[config.mk]
export PLATFORM = sky130hd
export DESIGN_NAME = cbr_ctrl
export DESIGN_NICKNAME = d
export VERILOG_FILES = /design/src/sv/cbr_pkg.sv /design/src/sv/cbr_ctrl.sv
export SDC_FILE = /design/constraint.sdc
export NUM_CORES = 1
export LEC_CHECK = 0
export BUFFER_PORTS_ARGS = -buffer_cell sky130_fd_sc_hd__buf_2
export CORE_MARGIN = 1
export CORE_UTILIZATION = 30
export DETAILED_ROUTE_END_ITERATION = 7
export GPL_TIMING_DRIVEN = 0
export SETUP_SLACK_MARGIN = 0.3
export SYNTH_ARGS = -nofsm -noshare
export SYNTH_HDL_FRONTEND = slang
export SYNTH_SLANG_ARGS = --single-unit
[constraint.sdc]
create_clock -name clk -period 1.7 [get_ports clk]
set_clock_uncertainty 0.15 [all_clocks]
set_input_delay 0.255 -clock clk [delete_from_list [all_inputs] [get_ports clk]]
set_output_delay 0.255 -clock clk [all_outputs]
set_load 0.01 [all_outputs]
[src/sv/cbr_pkg.sv]
// shared constants, op codes and controller/datapath interface types
package cbr_pkg;

  localparam int unsigned BITMAP_BITS_DEF  = 65536;
  localparam int unsigned BITMAP_BYTES_DEF = 8192;

  localparam int unsigned ID_W    = 32;
  localparam int unsigned OP_W    = 2;
  localparam int unsigned COUNT_W = 17;

  localparam logic [ID_W-1:0]    GOLDEN_STEP = 32'h9e37_79b9;
  localparam logic [COUNT_W-1:0] COUNT_MAX   = 17'h1_ffff;

  localparam logic [OP_W-1:0] OP_DIRECT = 2'd0;
  localparam logic [OP_W-1:0] OP_EDGE   = 2'd1;
  localparam logic [OP_W-1:0] OP_CLEAR  = 2'd2;
  localparam logic [OP_W-1:0] OP_COUNT  = 2'd3;

  typedef struct packed {
    logic load_id;    // capture the incoming id
    logic hash_sum;   // first half of the edge mix
    logic mod_load;   // start reducing the index
    logic sel_edge;   // reduce the mixed value instead of the raw id
    logic mod_step;   // one step of the index reduction
    logic rd_en;      // read the byte holding the bit
    logic wr_bit;     // set the bit if still clear
    logic clr_start;  // rewind the sweep and zero the count
    logic clr_step;   // zero one byte
  } cbr_cmd_t;

  typedef struct packed {
    logic mod_done;
    logic clr_last;
  } cbr_status_t;

endpackage

[src/sv/cbr_ctrl.sv]
// controller: sequences hits, clears and counts over the datapath
module cbr_ctrl (
  input  logic                      clk,
  input  logic                      rst_n,
  input  logic                      start,
  input  logic [cbr_pkg::OP_W-1:0]  in_op,
  input  cbr_pkg::cbr_status_t      status,
  output cbr_pkg::cbr_cmd_t         cmd,
  output logic                      busy,
  output logic                      out_valid
);

  import cbr_pkg::*;

  typedef enum logic [2:0] {
    S_SWEEP,
    S_IDLE,
    S_HASH,
    S_LOAD,
    S_MOD,
    S_CHECK
  } state_t;

  state_t          state_r;
  logic [OP_W-1:0] op_r;
  logic            reply_r;
  logic            out_valid_r;
  logic            accept;

  assign accept = start && (state_r == S_IDLE) && rst_n;
  assign busy   = (state_r != S_IDLE) || !rst_n;

  always_comb begin
    cmd          = '0;
    cmd.sel_edge = (op_r == OP_EDGE);
    case (state_r)
      S_SWEEP: cmd.clr_step = 1'b1;
      S_IDLE: begin
        cmd.load_id   = accept;
        cmd.clr_start = accept && (in_op == OP_CLEAR);
      end
      S_HASH:  cmd.hash_sum = 1'b1;
      S_LOAD:  cmd.mod_load = 1'b1;
      S_MOD: begin
        cmd.mod_step = !status.mod_done;
        cmd.rd_en    = status.mod_done;
      end
      S_CHECK: cmd.wr_bit = 1'b1;
      default: cmd = '0;
    endcase
  end

  always_ff @(posedge clk) begin
    if (!rst_n) begin
      state_r     <= S_SWEEP;
      reply_r     <= 1'b0;
      out_valid_r <= 1'b0;
      op_r        <= OP_DIRECT;
    end else begin
      out_valid_r <= 1'b0;
      case (state_r)
        S_SWEEP: begin
          if (status.clr_last) begin
            state_r     <= S_IDLE;
            out_valid_r <= reply_r;
          end
        end
        S_IDLE: begin
          if (accept) begin
            op_r <= in_op;
            case (in_op)
              OP_DIRECT: state_r <= S_LOAD;
              OP_EDGE:   state_r <= S_HASH;
              OP_CLEAR: begin
                state_r <= S_SWEEP;
                reply_r <= 1'b1;
              end
              default:   out_valid_r <= 1'b1;
            endcase
          end
        end
        S_HASH:  state_r <= S_LOAD;
        S_LOAD:  state_r <= S_MOD;
        S_MOD: begin
          if (status.mod_done) begin
            state_r <= S_CHECK;
          end
        end
        S_CHECK: begin
          state_r     <= S_IDLE;
          out_valid_r <= 1'b1;
        end
        default: state_r <= S_IDLE;
      endcase
    end
  end

  assign out_valid = out_valid_r;

endmodule

* Word-level counts from Yosys, hierarchy flattened
Cells that the tools add are included.
** Storage, ports and cells
- Register bits after elaboration :: 7
- Input port bits :: 7
** Operators by class
- Muxes and demuxes :: 17
- Eq/ne operators :: 13
- Reduce and logical (&&, ||, !) cells :: 13
** Operator list (number)
- $pmux W3 S5 :: 1
- $mux W1 :: 10
- $mux W3 :: 3
- $pmux W3 S3 :: 1
- $eq A3 B2 Y1 const B :: 2
- $eq A3 B3 Y1 const B :: 2
- $ne A2 B2 Y1 const B :: 3
- $reduce_or A6 Y1 :: 1
- $eq A2 B1 Y1 const B :: 2
- $ne A4 B1 Y1 const B :: 1
- $reduce_and A4 Y1 :: 1
- $eq A3 B1 Y1 const B :: 1
- $logic_and A1 B1 Y1 :: 3
- $logic_not A3 Y1 :: 1
- $ne A3 B1 Y1 const B :: 1
- $pmux W1 S3 :: 1
- $reduce_and A3 Y1 :: 1
- $reduce_or A3 Y1 :: 1
- $eq A2 B2 Y1 const B :: 1
- $logic_not A1 Y1 :: 2
- $logic_not A2 Y1 :: 1
- $mux W2 :: 1
- $reduce_and A2 Y1 :: 1
- $logic_or A1 B1 Y1 :: 1

* Logic depth before layout (Yosys ltp)
Gate-level depths: netlist of the first run.
- Word-level depth :: 5
- Gate-level depth with buffers :: 5
- Mapped depth without buffers :: 5

* Least setup slack after synthesis of the first run
Ideal clock, no wire load.
- Kind :: register -> output
- Start :: reg state_r[1]
- End :: out cmd[1] (netlist bit)
- Stages on the path, launching flop included :: 4
- Path buffers :: 1
- Setup slack :: 0.319 ns
- Data arrival time :: 0.976 ns
- Data required time :: 1.295 ns
- Cells stage by stage :: dfxtp_1 -> buf_4 -> and4bb_4 -> and3_4
** RTL lines
- start: declaration :: line cbr_ctrl.sv:24 : state_t state_r;
- start signal: assignment :: line cbr_ctrl.sv:55 : state_r <= S_SWEEP;
- start signal: assignment :: line cbr_ctrl.sv:64 : state_r <= S_IDLE;
- start signal: assignment :: line cbr_ctrl.sv:72 : OP_DIRECT: state_r <= S_LOAD;
- end: declaration :: line cbr_ctrl.sv:8 : output cbr_pkg::cbr_cmd_t cmd,

==> impl_metrics.tcl, run 1 <==
set metrics [dict create \
    crit_top_cell "buf_6" \
    cp_max_fo 5 \
    crit_cells 4 \
    synth-simple-area-share 0.333 \
    ys.warnings.count 0 \
    r2r_slack_ps 210 \
    critPathKind "reg2out" \
    max-clock-path-buffers 2 \
    synth_xor_area_frac 0 \
    p_comb_frac 0.180 \
    ys_seq_area_frac 0.311 \
    coreArea_mm2 0.00135 \
    internal_power_uw 298 \
    drt-initial-drc-count 4 \
    via_per_inst 4.99 \
    fillers 156 \
    grt_max_degree 11 \
    outcome "finished with violations" \
    drive_gt1_frac 0.468 \
    routabilityCongestion 0.758 \
    overflow 0 \
    synthAdderAreaFrac 0.111 \
    clk_latency_ps 250 \
    crit-reg2reg-launch "state_r[2]$_SDFFE_PN0P_" \
    place_ws_ps 172 \
    synth_cell_types 29 \
    hold_start "in_op[1]" \
    synth_top_family_by_area "simple AND/OR/NAND/NOR gates" \
    path_buf_inv 2 \
    worstPathCellList "buf_6 -> and4bb_4 -> and3_4 -> buf_6" \
    die_area_mm2 0.00166 \
    p_leak_nw 0.315 \
    n_antenna_cell 0 \
    io_pins 18 \
    root_buffer "clkbuf_4" \
    post-route-drc-count 0 \
    rows 13 \
    p_sw_uw 105 \
    hpwl_um 678 \
    reg2reg_depth 5 \
    cpPeakStageDelay_ps 350 \
    slowest_stage "and4bb_4" \
    endpoint_kind "output port" \
    max_slew_margin 0.730 \
    postSynthCellCount 53 \
    fp.dieH_um 40.8 \
    post-route-period-util 1.01 \
    vias 459 \
    hold_slack_ps 138 \
    clk_pin_slew_worst_paths_ps 50 \
    drv_slew 0 \
    cts_tree "yes" \
    fin_nets 89 \
    ys_top_cells_by_area "dfxtp_1 (31%), ha_1 (11%), inv_1 (5.0%), and4bb_4 (3.6%), nor2_1 (3.3%)" \
    synth_top_area_frac 0.311 \
    powerDensity_mw_per_mm2 621 \
    ir_drop_mv 0.284 \
    cts-buffers-inserted 3 \
    violations "negative setup slack" \
    antenna_found_initial 0 \
    portBuffers 17 \
    hold_depth 3 \
    rsz0062_at_grt "yes" \
    grt_pass1_wl_um 1410 \
    final_util 0.480 \
    final_hold_viol_count 0 \
    layout_commonest_cell "buf_2" \
    fmax_ghz 0.585 \
    synth_mux_area_frac 0 \
    htreeDepth 1 \
    syn_avg_cell_area_um2 8.50 \
    pwr-share-clk 0.375 \
    synth_compound_area_frac 0.167 \
    drtPass1Iterations 2 \
    seqPwrFrac 0.444 \
    initial_core_util 0.334 \
    grt_pass1_vias 353 \
    clock_sinks 7 \
    post-route-min-period_ps 1710 \
    synth_top_area_cell "dfxtp_1" \
    cap_violations 0 \
    antenna_left 0 \
    swShare 0.260 \
    final_cell_mix "buf_2 (14), inv_1 (6), dfxtp_1 (6)" \
    syn_area_um2 450 \
    grt_usage 0.132 \
    crit_arrival_ps 1300 \
    hold_path_class "in2reg" \
    ys_seq_elements 7 \
    crit_family "simple AND/OR/NAND/NOR gates" \
    die_x_um 40.8 \
    area_delta_synth_final_pct 43.9 \
    startpoint "state_r[2]$_SDFFE_PN0P_" \
    wl_um 997 \
    post_drt_wl_per_cell_um 10.8 \
    startpoint_type "flip-flop" \
    syn-num-nets 64 \
    finalSetupViolCount 1 \
    setup_slack_ps -9.69 \
    worst_pin_slew_ps 400 \
    required_ps 1290 \
]
-- timing repair --
| action | in CTS | in global routing |
|---|---|---|
| gates resized for setup | 9 | 2 |
| hold buffers | 0 | 0 |
| setup buffers | 3 | 0 |
| setup endpoints to repair | 10 | 13 |
| endpoints found under the hold margin | 0 | 0 |
| pin swaps | 3 | 0 |
-- kinds of logic after synthesis --
family          after synthesis
buf+inv                       8
fa+ha+maj                     4
flops                         7
simple gates                 23
compound gates               11
-- layout make-up --
cell class	instances	area, um2	area share
multi-input combinational	38	290	0.448
tap	15	18.8	0.0290
timing repair buffer	20	126	0.195
sequential	7	141	0.218
buffer	2	22.5	0.0347
clock buffer	4	26.3	0.0405
inverter	6	22.5	0.0347
-- worst register-to-register path, delay by kind of cell (launching register included) --
family                 cells  cell delay, ps
AO/OA/AOI/OAI              1             410
buffers and inverters      2             270
flip-flops                 1             300
AND/OR/NAND/NOR            2             240
-- metal layers --
| metal | up-vias | share of wire | global-route usage |
|---|---|---|---|
| li1 | 232 | - | - |
| met1 | 210 | 0.42 | 0.149 |
| met2 | 15 | 0.51 | 0.210 |
| met3 | 2 | 0.049 | 0.0652 |
| met4 | 0 | 0.014 | 0.0500 |
| met5 | - | 0 | 0 |
-- sequential cells by signal (all words and copies together), names as in the netlist --
signal and cells:
out_valid 1, state_r 3, op_r 2, reply_r 1
-- through the flow --
step	instances	power (mW)	area (um2)	setup TNS, ps
after floorplan	53	0.218	450	0
after global placement	85	0.244	554	0
after detailed placement	85	0.245	554	0
after CTS	92	0.407	636	-28.7
after global routing	92	0.429	648	-140
final	92	0.403	648	-9.69
-- Yosys cell counts, drive strengths merged --
| cell type | count |
|---|---|
| a211oi | 1 |
| a21boi | 1 |
| a21o | 1 |
| a21oi | 2 |
| a31oi | 2 |
| and2 | 2 |
| and3 | 3 |
| and4bb | 1 |
| buf | 2 |
| dfxtp | 7 |
| ha | 4 |
| inv | 6 |
| nand2 | 3 |
| nand2b | 1 |
| nand3 | 2 |
| nor2 | 4 |
| nor2b | 1 |
| nor3 | 2 |
| nor3b | 1 |
| nor4 | 1 |
| nor4b | 1 |
| o21ai | 2 |
| o21ba | 1 |
| o41ai | 1 |
| or2 | 1 |
-- path summary, 6_finish.rpt --
path	to
worst min register to register	op_r[0]$_SDFFE_PN0P_
worst max-delay path	cmd[1]
worst max register to register	state_r[0]$_SDFFE_PN0P_
worst min-delay path	op_r[1]$_SDFFE_PN0P_
-- power by group through the flow --
stage | logic, mW | registers, mW | clock network (mW)
6_report | 0.0727 | 0.179 | 0.151
5_1_grt | 0.0814 | 0.180 | 0.168
4_1_cts | 0.0710 | 0.179 | 0.157
3_5_place_dp | 0.0636 | 0.182 | 0
3_3_place_gp | 0.0631 | 0.181 | 0
2_1_floorplan | 0.0375 | 0.181 | 0
(Power assumes the default switching activity.)
==> run 2, diff against run 1 <==
--- a/config.mk
+++ b/config.mk
@@ -5,6 +5,7 @@
 export SDC_FILE = /design/constraint.sdc
 export NUM_CORES = 1
 export LEC_CHECK = 0
+export ABC_AREA = 1
 export BUFFER_PORTS_ARGS = -buffer_cell sky130_fd_sc_hd__buf_2
 export CORE_MARGIN = 1
 export CORE_UTILIZATION = 30
==> run 2 against run 1 <==
Against the previous run: the flow now finishes without violations; flip-flop and latch count stayed put; count of clock-buffer cells in the layout stayed put; global-route usage is 0.98 points higher; maximum frequency is 11% higher; worst hold slack better by 19 ps; first-iteration DRC count grew to 3.5 times the previous value; combinational power is 140% higher; largest cell class unchanged.
==> impl_metrics.tcl, run 2 <==
set metrics [dict create \
    outcome "complete, no violations" \
    area_delta_synth_final_pct 59.2 \
    grt_max_degree 8 \
    ys_async_sr_fraction 0 \
    layout_commonest_cell "buf_2" \
    largest_reg_flops 3 \
    powerDensity_mw_per_mm2 698 \
    crit_end "cmd[1]" \
    hold_start "rst_n" \
    startpoint "state_r[1]$_SDFFE_PN0P_" \
    cp_max_fo 4 \
    synth_cell_types 17 \
    rows 13 \
    ys_seq_area_frac 0.299 \
    grt_usage 0.141 \
    n_antenna_cell 0 \
    startpoint_type "flip-flop" \
    fp.dieH_um 41.5 \
    p_leak_nw 0.393 \
    grt_pass1_vias 445 \
    overflow 0 \
    portBuffers 17 \
    post-route-period-util 0.903 \
    ys.flop_type "dfxtp_1" \
    drt-initial-drc-count 14 \
    finalSetupViolCount 0 \
    worstReg2RegEnd "state_r[0]$_SDFFE_PN0P_" \
    postSynthCellCount 69 \
    cap_violations 0 \
    coreArea_mm2 0.00138 \
    final_hold_viol_count 0 \
    initial_core_util 0.339 \
    final_util 0.540 \
    clk_latency_ps 250 \
    reg2reg_depth 7 \
    clock_sinks 7 \
    postCtsHoldBufs 0 \
    antenna_found_initial 0 \
    synth_xor_area_frac 0 \
    crit_family "flip-flops" \
    post_drt_wl_per_cell_um 9.71 \
    root_buffer "clkbuf_4" \
    fmax_ghz 0.651 \
    reg.largest.list "state_r x3, op_r x2" \
    synth-edff-count 0 \
    final_cell_mix "buf_2 (16), inv_1 (12), nor2_1 (8)" \
    hpwl_um 802 \
    worst_pin_slew_ps 175 \
    ys.warnings.count 0 \
    synth_compound_area_frac 0.115 \
    max-clock-path-buffers 2 \
    wl_um 1110 \
    max_slew_margin 0.883 \
    cts-buffers-inserted 3 \
    synth_commonest_cells "inv_1 (14), nor2_1 (10), dfxtp_1 (7), nand3_1 (7), nand2_1 (5)" \
    grt_pass1_wl_um 1880 \
    ys_seq_elements 7 \
    die_x_um 41.5 \
    synthAdderAreaFrac 0.107 \
    antenna_left 0 \
    ys_top_cells_by_area "dfxtp_1 (30%), inv_1 (11%), ha_1 (11%), nor2_1 (8.0%), nand3_1 (7.5%)" \
    synth_top_area_frac 0.299 \
    critPathKind "reg2out" \
    io_pins 18 \
    post-route-drc-count 0 \
    post-route-min-period_ps 1540 \
    r2r_slack_ps 470 \
    synth-simple-area-share 0.339 \
    regMostFlops "state_r" \
    synth_mux_area_frac 0 \
    endpoint_kind "output port" \
    htreeDepth 1 \
    via_per_inst 4.77 \
    clk_pin_slew_worst_paths_ps 60 \
    drv_slew 0 \
    path_buf_inv 3 \
    fin_tns_setup_ps 0 \
    worstPathCellList "inv_6 -> nand3_4 -> nor3_4 -> nand2_2 -> inv_2 -> buf_6" \
    synth_top_family_by_area "simple AND/OR/NAND/NOR gates" \
    ir_drop_mv 0.325 \
    hold_path_class "in2reg" \
    synth.most_common_cell "inv_1" \
    routabilityCongestion 0.807 \
    crit-reg2reg-launch "state_r[1]$_SDFFE_PN0P_" \
    rsz0062_at_grt "yes" \
    slowest_stage "dfxtp_4" \
    drive_gt1_frac 0.485 \
    cpPeakStageDelay_ps 370 \
    drtPass1Iterations 4 \
    crit_arrival_ps 1130 \
    die_area_mm2 0.00173 \
    crit_cells 6 \
    vias 544 \
    syn-num-nets 80 \
    syn_avg_cell_area_um2 6.80 \
    cts_tree "yes" \
    fin_nets 111 \
    required_ps 1290 \
    syn_area_um2 469 \
    synth_top_area_cell "dfxtp_1" \
]
## run 2: cell types whose count changed after synthesis, sizes merged, moves of 3 or more
cell   change
and3       -3
inv       +11
nand2      +4
nand3      +6
nand4      +3
nor2       +6
o21ai      +4
## run 2: worst min-delay path by stage
stage,endpoint,slack [ps],cells after the start
finish,op_r[0]$_SDFFE_PN0P_,160,3
global route,op_r[1]$_SDFFE_PN0P_,160,3
CTS,op_r[0]$_SDFFE_PN0P_,150,3
detailed placement,reply_r$_SDFFE_PN0P_,310,2
global placement,reply_r$_SDFFE_PN0P_,310,2
floorplan,op_r[0]$_SDFFE_PN0P_,250,2
## run 2: tightest hold or removal path, stage by stage
cell	delay [ps]
buf_2	130
nand3_1	80
o21ai_1	60
## run 2: cell families (layout without fill, tap and decap cells)
logic type,count (synthesis),count (layout)
adders and majority gates,4,4
buffers and inverters,17,47
AOI/OAI and AO/OA,10,10
DFF,7,7
and+or+nand+nor,31,31
## run 2: stage by stage
stage	hold slack (ps)	power [mW]	area, um2	cells	setup WS (ps)
after floorplan	254	0.272	469	69	369
after global placement	308	0.311	573	101	293
after detailed placement	307	0.312	573	101	282
after CTS	153	0.492	674	111	102
after global routing	158	0.558	747	114	110
final	157	0.521	747	114	165
## run 2: report_power, final
part	internal (mW)	leakage, nW	total, mW	switching (mW)
logic	0.0797	0.319	0.175	0.0955
clock network	0.0898	0.0150	0.154	0.0641
registers	0.175	0.0591	0.192	0.0167
## run 2: layout make-up
cell class,instances,area [um2]
fillers,134,636
well taps,15,18.8
multi-input cells,45,313
repair buffers,26,166
flip-flops and latches,7,151
clock buffers,4,26.3
inverters,17,71.3
## run 2: what timing repair did
| action | CTS | global route |
|---|---|---|
| pin swaps | 4 | 5 |
| gates resized for setup | 10 | 15 |
| endpoints found under the setup margin | 10 | 10 |
| setup buffers | 6 | 3 |
| endpoints found under the hold margin | 0 | 0 |
## run 2: metal layers
layer / up-vias / global-route usage / wire length (um)
li1: 285 / - / -
met2: 16 / 0.194 / 534
met5: - / 0 / 0
met3: 2 / 0.0261 / 42
met4: 0 / 0.116 / 12
met1: 241 / 0.189 / 518
